===== src/hdl/stbs_pkg.sv =====
// Package: types and constants of the sorted table search unit
package stbs_pkg;

  localparam int unsigned TABLE_DEPTH = 256;
  localparam int unsigned IDX_W       = $clog2(TABLE_DEPTH);
  localparam int unsigned CNT_W       = IDX_W + 1;
  localparam int unsigned DATA_W      = 32;

  typedef enum logic [1:0] {
    OP_CLEAR  = 2'd0,
    OP_INSERT = 2'd1,
    OP_SEARCH = 2'd2,
    OP_NONE   = 2'd3
  } op_e;

  // Input beat
  typedef struct packed {
    op_e                op;
    logic signed [31:0] value;
  } in_t;

  // Result beat
  typedef struct packed {
    logic             found;
    logic [IDX_W-1:0] hit_index;
    logic [CNT_W-1:0] entry_count;
    logic             overflow;
  } out_t;

  // Table memory access from the sequencer
  typedef struct packed {
    logic              we;
    logic [IDX_W-1:0]  waddr;
    logic [DATA_W-1:0] wdata;
    logic              re;
    logic [IDX_W-1:0]  raddr;
  } ram_req_t;

endpackage


===== src/hdl/stbs_ctrl.sv =====
// Sequencer: clear, ordered insert by shifting, binary search, result register
module stbs_ctrl (
  input  logic              clk_i,
  input  logic              rst_ni,
  input  logic              in_valid_i,
  output logic              in_ready_o,
  input  stbs_pkg::in_t     in_data_i,
  output logic              out_valid_o,
  input  logic              out_ready_i,
  output stbs_pkg::out_t    out_data_o,
  output stbs_pkg::ram_req_t ram_req_o,
  input  logic [31:0]       ram_rdata_i
);
  import stbs_pkg::*;

  typedef enum logic [5:0] {
    ST_IDLE     = 6'b000001,
    ST_INS      = 6'b000010,
    ST_INS_KEY  = 6'b000100,
    ST_SRCH_RD  = 6'b001000,
    ST_SRCH_CMP = 6'b010000,
    ST_RESP     = 6'b100000
  } state_e;

  state_e             state_q, state_d;
  logic [CNT_W-1:0]   count_q, count_d;
  logic signed [31:0] key_q, key_d;
  logic [IDX_W-1:0]   pos_q, pos_d;
  logic [CNT_W-1:0]   low_q, low_d;
  logic [CNT_W-1:0]   high1_q, high1_d;   // upper search bound plus one
  logic [IDX_W-1:0]   mid_q, mid_d;
  out_t               res_q, res_d;
  out_t               out_q;
  logic               out_valid_q, out_valid_d;
  logic               load_out;
  logic [CNT_W:0]     mid_sum;
  logic signed [31:0] probe;
  ram_req_t           req;

  assign probe   = $signed(ram_rdata_i);
  assign mid_sum = {1'b0, low_q} + {1'b0, high1_q} - {{CNT_W{1'b0}}, 1'b1};

  // Next-state logic
  always_comb begin
    state_d  = state_q;
    count_d  = count_q;
    key_d    = key_q;
    pos_d    = pos_q;
    low_d    = low_q;
    high1_d  = high1_q;
    mid_d    = mid_q;
    res_d    = res_q;
    load_out = 1'b0;
    req      = '0;

    unique case (state_q)
      ST_IDLE: begin
        if (in_valid_i) begin
          key_d             = in_data_i.value;
          res_d.found       = 1'b0;
          res_d.hit_index   = '0;
          res_d.entry_count = count_q;
          res_d.overflow    = 1'b0;
          unique case (in_data_i.op)
            OP_CLEAR: begin
              count_d           = '0;
              res_d.entry_count = '0;
              state_d           = ST_RESP;
            end
            OP_INSERT: begin
              if (count_q == CNT_W'(TABLE_DEPTH)) begin
                res_d.overflow = 1'b1;
                state_d        = ST_RESP;
              end else if (count_q == '0) begin
                // empty table: key goes straight to entry zero
                req.we            = 1'b1;
                req.waddr         = '0;
                req.wdata         = in_data_i.value;
                count_d           = CNT_W'(1);
                res_d.entry_count = CNT_W'(1);
                state_d           = ST_RESP;
              end else begin
                // start the shift from the top entry
                req.re    = 1'b1;
                req.raddr = count_q[IDX_W-1:0] - IDX_W'(1);
                pos_d     = count_q[IDX_W-1:0];
                state_d   = ST_INS;
              end
            end
            OP_SEARCH: begin
              low_d   = '0;
              high1_d = count_q;
              state_d = ST_SRCH_RD;
            end
            default: begin
              state_d = ST_RESP;
            end
          endcase
        end
      end

      // Read data holds entry pos-1; larger entries move up by one
      ST_INS: begin
        req.we    = 1'b1;
        req.waddr = pos_q;
        if (probe > key_q) begin
          req.wdata = ram_rdata_i;
          if (pos_q == IDX_W'(1)) begin
            pos_d   = '0;
            state_d = ST_INS_KEY;
          end else begin
            req.re    = 1'b1;
            req.raddr = pos_q - IDX_W'(2);
            pos_d     = pos_q - IDX_W'(1);
          end
        end else begin
          req.wdata         = key_q;
          count_d           = count_q + CNT_W'(1);
          res_d.entry_count = count_q + CNT_W'(1);
          state_d           = ST_RESP;
        end
      end

      // Every entry was larger: key lands at the bottom
      ST_INS_KEY: begin
        req.we            = 1'b1;
        req.waddr         = pos_q;
        req.wdata         = key_q;
        count_d           = count_q + CNT_W'(1);
        res_d.entry_count = count_q + CNT_W'(1);
        state_d           = ST_RESP;
      end

      // Issue the probe at the midpoint, or give up on an empty range
      ST_SRCH_RD: begin
        if (low_q < high1_q) begin
          mid_d     = mid_sum[IDX_W:1];
          req.re    = 1'b1;
          req.raddr = mid_sum[IDX_W:1];
          state_d   = ST_SRCH_CMP;
        end else begin
          state_d = ST_RESP;
        end
      end

      ST_SRCH_CMP: begin
        if (probe == key_q) begin
          res_d.found     = 1'b1;
          res_d.hit_index = mid_q;
          state_d         = ST_RESP;
        end else begin
          if (key_q > probe) begin
            low_d = {1'b0, mid_q} + CNT_W'(1);
          end else begin
            high1_d = {1'b0, mid_q};
          end
          state_d = ST_SRCH_RD;
        end
      end

      // Hand the result to the output register once it is free
      ST_RESP: begin
        if (!out_valid_q || out_ready_i) begin
          load_out = 1'b1;
          state_d  = ST_IDLE;
        end
      end

      default: begin
        state_d = ST_IDLE;
      end
    endcase
  end

  // Output beat valid
  always_comb begin
    out_valid_d = out_valid_q;
    if (load_out) begin
      out_valid_d = 1'b1;
    end else if (out_ready_i) begin
      out_valid_d = 1'b0;
    end
  end

  // Control registers
  always_ff @(posedge clk_i or negedge rst_ni) begin
    if (!rst_ni) begin
      state_q     <= ST_IDLE;
      count_q     <= '0;
      out_valid_q <= 1'b0;
    end else begin
      state_q     <= state_d;
      count_q     <= count_d;
      out_valid_q <= out_valid_d;
    end
  end

  // Payload registers
  always_ff @(posedge clk_i) begin
    key_q   <= key_d;
    pos_q   <= pos_d;
    low_q   <= low_d;
    high1_q <= high1_d;
    mid_q   <= mid_d;
    res_q   <= res_d;
    if (load_out) begin
      out_q <= res_q;
    end
  end

  assign in_ready_o  = (state_q == ST_IDLE);
  assign out_valid_o = out_valid_q;
  assign out_data_o  = out_q;
  assign ram_req_o   = req;

endmodule


===== config.mk =====
export PLATFORM = sky130hd
export DESIGN_NAME = stbs_ctrl
export DESIGN_NICKNAME = d
export VERILOG_FILES = /design/src/hdl/stbs_pkg.sv /design/src/hdl/stbs_ctrl.sv
export SDC_FILE = /design/constraint.sdc
export NUM_CORES = 1
export LEC_CHECK = 0
export ABC_AREA = 1
export BUFFER_PORTS_ARGS = -buffer_cell sky130_fd_sc_hd__buf_2
export CAP_MARGIN = 40
export CORE_MARGIN = 2
export CORE_UTILIZATION = 45
export CTS_CLUSTER_DIAMETER = 50
export CTS_CLUSTER_SIZE = 16
export DETAILED_ROUTE_END_ITERATION = 12
export PLACE_DENSITY = 0.67
export RECOVER_POWER = 100
export SLEW_MARGIN = 20
export SYNTH_ARGS = -nofsm -noshare
export SYNTH_HDL_FRONTEND = slang
export SYNTH_SLANG_ARGS = --single-unit
export TNS_END_PERCENT = 10

===== constraint.sdc =====
create_clock -name clk_i -period 3.65 [get_ports clk_i]
set_input_delay 0.1825 -clock clk_i [delete_from_list [all_inputs] [get_ports clk_i]]
set_output_delay 0.1825 -clock clk_i [all_outputs]
set_load 0.005 [all_outputs]

==> results.json, run 1 <==
{
  "failed_checks": "max-capacitance violations, max-slew violations",
  "row_count": 46,
  "syn_nets": 950,
  "yosysWarnings": 0,
  "critPathMaxStageDelay_ps": 460,
  "die_x_um": 132,
  "ys_types": 46,
  "io-pin-count": 141,
  "root_buffer": "clkbuf_16",
  "cp-end-kind": "output pin",
  "numClockSinks": 120,
  "path_common_cell": "nand2_1",
  "routed_wl_mm": 18.5,
  "finClkSkew_ps": 16.3,
  "period_share": 0.889,
  "drive_gt1_frac": 0.142,
  "wl_per_cell_um": 15.1,
  "final_core_util": 0.565,
  "fmax_mhz": 308,
  "critPathMaxFanout": 31,
  "ir_drop_mv": 0.445,
  "post-cts-setup-buffers": 0,
  "cts_tree": "done",
  "cts_made_buffers": 17,
  "clkTransAtPathRegs_ps": 60,
  "regArea_mm2": 0.00352,
  "outcome": "complete, but fails checks",
  "setup-violations-final": 0,
  "diodes": 0,
  "ys_seq_area_frac": 0.476,
  "report.final.slew_viol_count": 34,
  "cellPowerDensity_mw_per_mm2": 583,
  "drv_cap": 1,
  "crit_family": "simple AND/OR/NAND/NOR gates",
  "mostFrequentLayoutCells": "201 x nand2_1, 124 x inv_1, 104 x edfxtp_1",
  "die_height_um": 132,
  "synth_area_leader_cell": "edfxtp_1",
  "rsz0062_at_grt": "false",
  "synth_area_mm2": 0.00741,
  "coreArea_mm2": 0.0160,
  "clk_path_buf_depth": 2,
  "drtIter0Drc": 408,
  "critPathKind": "flop to output pin",
  "grtUsageTotal": 0.217,
  "detail-route-antenna-nets": 0,
  "synth_area_leaders": "edfxtp_1 42%, ha_1 10%, nand2_1 10%, inv_1 6.2%, dfrtp_1 5.1%",
  "multi_input_area_mm2": 0.00320,
  "vias_per_cell": 5.08,
  "start_util": 0.463,
  "worstSetupStartpointType": "flop",
  "slew-limit-headroom": -0.280,
  "grt_max_degree": 34,
  "slowest_stage": "inv_2",
  "portBuffers": 140,
  "antenna_found_initial": 0,
  "crit_chain": "ha_1 > nand2_1 > o21a_1 > nand2_1 > a21oi_1 > nand2_1 > nand2_2 > nand3_2 > inv_2 > nand2_1 > nand3_1 > clkbuf_1",
  "synthCells": 818,
  "firstDrtPassIters": 5,
  "hold_viol": 0,
  "drc_errors": 0,
  "syn_to_final_growth_pct": 22.1,
  "worstPathArrival_ps": 3060,
  "yosysTopAreaCellShare": 0.421,
  "gp_congestion": 0.865,
  "syn_area_per_cell_um2": 9.06,
  "layout.nets": 1133,
  "tightest_slew_ps": 1920,
  "die_area_mm2": 0.0175,
  "hpwl_mm": 13.7,
  "cts-htree-levels": 4,
  "synth_seq_cells": 120,
  "final_cells": 1230,
  "place_inst": 1165,
  "grt_pass1_wl_mm": 29.8,
  "overflow": 0,
  "insertion_delay_ps": 430,
  "hp-class": "input port to flop",
  "fillers": 1529,
  "timing.critical_path.buf_inv": 2,
  "p_leak_nw": 4.14,
  "required_ps": 3470,
  "tns_ps": 0,
  "grt_pass1_vias": 6011,
  "final_common_cell": "nand2_1",
  "vias": 6245,
  "post-route-min-period_ps": 3240
}
==> worst min-delay path, cell delays in order <==
cell     delay (ps)
buf_2            80
nor2_1           50
inv_1            60
nand2_1          50
==> layer usage <==
metal | vias to the layer above | global-route usage | wire length (um)
met3 | 24 | 0.0546 | 1060
met1 | 2925 | 0.290 | 8450
met5 | - | 0 | 0
met2 | 173 | 0.346 | 8690
met4 | 0 | 0.0735 | 320
li1 | 3123 | - | -
==> cells in the mapped netlist (all sizes together) <==
cell type,instances
dfrtp,15
or2,3
a211oi,1
o21bai,8
a31oi,1
clkbuf,5
nand3,53
o21a,2
nor3b,1
nand4,14
o31ai,9
o32ai,1
xnor2,6
xor2,19
o211ai,13
o21ai,32
nor4,6
o22ai,6
buf,11
nor3,11
nor2,62
edfxtp,104
nand2,209
clkinv,5
fa,1
o221ai,1
dfstp,1
inv,126
a21o,2
a21oi,29
ha,61
==> worst paths after layout <==
check                      slack, ps                    from  cells after the start                 endpoint
max reg2reg                      720  state_q[2]$_DFFE_PN0P_                      4      key_q[21]$_DFFE_PP_
min in group asynchronous        450                  rst_ni                      2   count_q[1]$_DFFE_PN0P_
max                              410     key_q[23]$_DFFE_PP_                     12            ram_req_o[26]
min reg2reg                      420      res_q[7]$_DFFE_PP_                      0  out_data_o[7]$_DFFE_PP_
max in group asynchronous       2590                  rst_ni                      2   state_q[3]$_DFFE_PN0P_
min                               40             out_ready_i                      4  out_valid_o$_DFFE_PN0P_
==> stage by stage <==
step / power, W / hold WS [ps] / setup slack, ps / cell area [um2]
after floorplan: 0.00322 / -113 / 852 / 7410
after global placement: 0.00375 / 137 / 920 / 8310
after detailed placement: 0.00376 / 132 / 897 / 8310
after CTS: 0.00539 / 14.6 / 417 / 9200
after global routing: 0.00561 / 57.7 / 129 / 9040
final: 0.00528 / 35.2 / 406 / 9040
==> area by class of cell <==
cell class	count	share of cell area
clock buffers	17	0.0470
flip-flops and latches	120	0.390
multi-input cells	551	0.354
inverters	131	0.0544
well taps	216	0.0299
clock inverters	15	0.0145
repair buffers	180	0.111
==> cell families (layout without fill, tap and decap cells) <==
logic type               count (synthesis)  count (layout)  share of synthesized area
adder cells (fa/ha/maj)                 62              62                      0.106
buffers and inverters                  147             343                     0.0839
AO/OA/AOI/OAI                          105             105                     0.0897
AND/OR/NAND/NOR                        359             359                      0.215
XOR/XNOR                                25              25                     0.0296
flip-flops                             120             120                      0.476
==> state kept, by name, summed over array words and instances (netlist names) <==
register and flops:
mid_q 8, pos_q 8, key_q 32, res_q 19, low_q 9, count_q 9, high1_q 9, out_valid_o 1
out_data_o 19, state_q 6
==> power by group <==
group	internal [W]	total, W	switching, W
sequential	0.00194	0.00210	0.000155
combinational	0.000532	0.00160	0.00106
clock	0.000894	0.00158	0.000686
total	0.00337	0.00528	0.00191
==> what timing repair did <==
action                                  in CTS  in global routing
endpoints found under the setup margin       0                  0
endpoints found under the hold margin       48                  0
hold buffers                                33                  0
resized for setup                            0                  0
No activity file was read; power rests on OpenSTA's default activity.
==> inputs of run 2 (changes only) <==
--- a/config.mk
+++ b/config.mk
@@ -14,7 +14,7 @@
 export CTS_CLUSTER_SIZE = 16
 export DETAILED_ROUTE_END_ITERATION = 12
 export PLACE_DENSITY = 0.67
-export RECOVER_POWER = 100
+export RECOVER_POWER = 50
 export SLEW_MARGIN = 20
 export SYNTH_ARGS = -nofsm -noshare
 export SYNTH_HDL_FRONTEND = slang
==> results.json, run 2 (synthesized netlist as in run 1, its figures left out) <==
{
  "outcome": "complete, but fails checks",
  "failed_checks": "max-capacitance violations, max-slew violations",
  "layout.nets": 1133,
  "finalInstanceArea_mm2": 0.00913,
  "firstDrtPassIters": 5,
  "cp-end-kind": "output pin",
  "post-cts-setup-buffers": 0,
  "final_common_cell": "nand2_1",
  "required_ps": 3470,
  "wl_per_cell_um": 15.1,
  "drtIter0Drc": 369,
  "crit_family": "simple AND/OR/NAND/NOR gates",
  "place_inst": 1165,
  "cts_tree": "done",
  "drive_gt1_frac": 0.186,
  "numClockSinks": 120,
  "finClkSkew_ps": 17.9,
  "cts-htree-levels": 4,
  "hp-class": "input port to flop",
  "vias_per_cell": 5.04,
  "slowest_stage": "inv_2",
  "post-route-min-period_ps": 3250,
  "portBuffers": 140,
  "regMostFlops": "key_q",
  "clkTransAtPathRegs_ps": 60,
  "start_util": 0.463,
  "overflow": 0,
  "grtUsageTotal": 0.217,
  "vias": 6201,
  "timing.critical_path.buf_inv": 2,
  "tns_ps": 0,
  "drv_cap": 1,
  "use_met2": 0.346,
  "path_common_cell": "nand2_1",
  "mostFrequentLayoutCells": "197 x nand2_1, 123 x inv_1, 112 x buf_2",
  "grt.busiest_layer": "met2",
  "reg2regPathDepth": 4,
  "die_area_mm2": 0.0175,
  "cts_made_buffers": 17,
  "grt_pass1_wl_mm": 29.8,
  "setup-violations-final": 0,
  "hold_slack_ps": 32.1,
  "cellPowerDensity_mw_per_mm2": 586,
  "drc_errors": 0,
  "row_count": 46,
  "critPathCapture": "ram_req_o[25]",
  "insertion_delay_ps": 430,
  "hold_viol": 0,
  "detail-route-antenna-nets": 0,
  "die_x_um": 132,
  "final_cells": 1230,
  "tightest_slew_ps": 1880,
  "worstSetupStartpointType": "flop",
  "coreArea_mm2": 0.0160,
  "root_buffer": "clkbuf_16",
  "period_share": 0.889,
  "grt_pass1_vias": 6011,
  "final_core_util": 0.571,
  "cp_num_cells": 12,
  "hpwl_mm": 13.7,
  "clk_path_buf_depth": 2,
  "reg2reg_from": "state_q[2]$_DFFE_PN0P_",
  "die_height_um": 132,
  "diodes": 0,
  "grt_use_met3": 0.0546,
  "cp-startpoint": "key_q[23]$_DFFE_PP_",
  "critPathKind": "flop to output pin",
  "routed_wl_mm": 18.5,
  "placement.cell_area_mm2": 0.00831,
  "fmax_mhz": 308,
  "antenna_found_initial": 0,
  "slew-limit-headroom": -0.253,
  "gp_congestion": 0.865,
  "ir_drop_mv": 0.447,
  "grt_use_met1": 0.290,
  "r2r_end": "key_q[7]$_DFFE_PP_",
  "crit_chain": "ha_1 > nand2_1 > o21a_1 > nand2_1 > a21oi_1 > nand2_2 > nand2_2 > nand3_2 > inv_2 > nand2_1 > nand3_1 > buf_2",
  "p_leak_nw": 4.29,
  "largest_reg_flops": 32,
  "grt_max_degree": 34,
  "r2r_slack_ps": 740,
  "io-pin-count": 141,
  "critPathMaxStageDelay_ps": 460,
  "report.final.slew_viol_count": 34,
  "rsz0062_at_grt": "false",
  "worstPathArrival_ps": 3060,
  "critPathMaxFanout": 31,
  "syn_to_final_growth_pct": 23.3
}
-- run 2: cell types whose count changed in the layout (fill, tap and decap cells not counted), moves of 4 or more --
cell and delta:
o21ai_0 -7, o21ai_2 +7, clkbuf_2 -7, nand2_2 +4, nand2_1 -4, clkbuf_1 -28
buf_2 +35
-- run 2: worst min path at each step --
stage,startpoint,end,slack (ps),depth (start not counted)
after floorplan,rst_ni,count_q[0]$_DFFE_PN0P_,-110,0
after global placement,rst_ni,count_q[6]$_DFFE_PN0P_,140,1
after detailed placement,rst_ni,count_q[3]$_DFFE_PN0P_,130,1
after CTS,out_ready_i,out_valid_o$_DFFE_PN0P_,10,4
after global routing,out_ready_i,out_valid_o$_DFFE_PN0P_,60,4
final,out_ready_i,out_valid_o$_DFFE_PN0P_,30,4
-- run 2: cell type report --
type                    instances  area (um2)
clock buffers                  17         425
repair buffers                180        1040
flip-flops and latches        120        3520
well taps                     216         270
multi-input cells             551        3250
inverters                     131         494
fillers                      1491        6870
clock inverters                15         131
-- run 2: timing repair --
item / CTS / global route
hold buffers: 33 / 0
gates resized for setup: 0 / 0
endpoints found under the setup margin: 0 / 0
hold endpoints to repair: 48 / 0
-- run 2: routing by layer --
layer | vias to the layer above | share of wire
met3 | 26 | 0.058
met5 | - | 0
met1 | 2881 | 0.46
met4 | 0 | 0.016
li1 | 3119 | -
met2 | 175 | 0.47
-- run 2: per-stage QoR --
step | setup WS, ps | total power, W
2_1_floorplan | 852 | 0.00322
3_3_place_gp | 920 | 0.00375
3_5_place_dp | 897 | 0.00376
4_1_cts | 417 | 0.00539
5_1_grt | 168 | 0.00568
6_report | 404 | 0.00535
-- run 2: worst min-delay path: stages --
cell     delay [ps]
buf_2            80
nor2_1           50
inv_1            60
nand2_1          50
-- run 2: report_power, final --
group,internal (W),switching [W]
Clock,0.000894,0.000692
Sequential,0.00194,0.000156
Combinational,0.000566,0.00110
Total,0.00340,0.00195
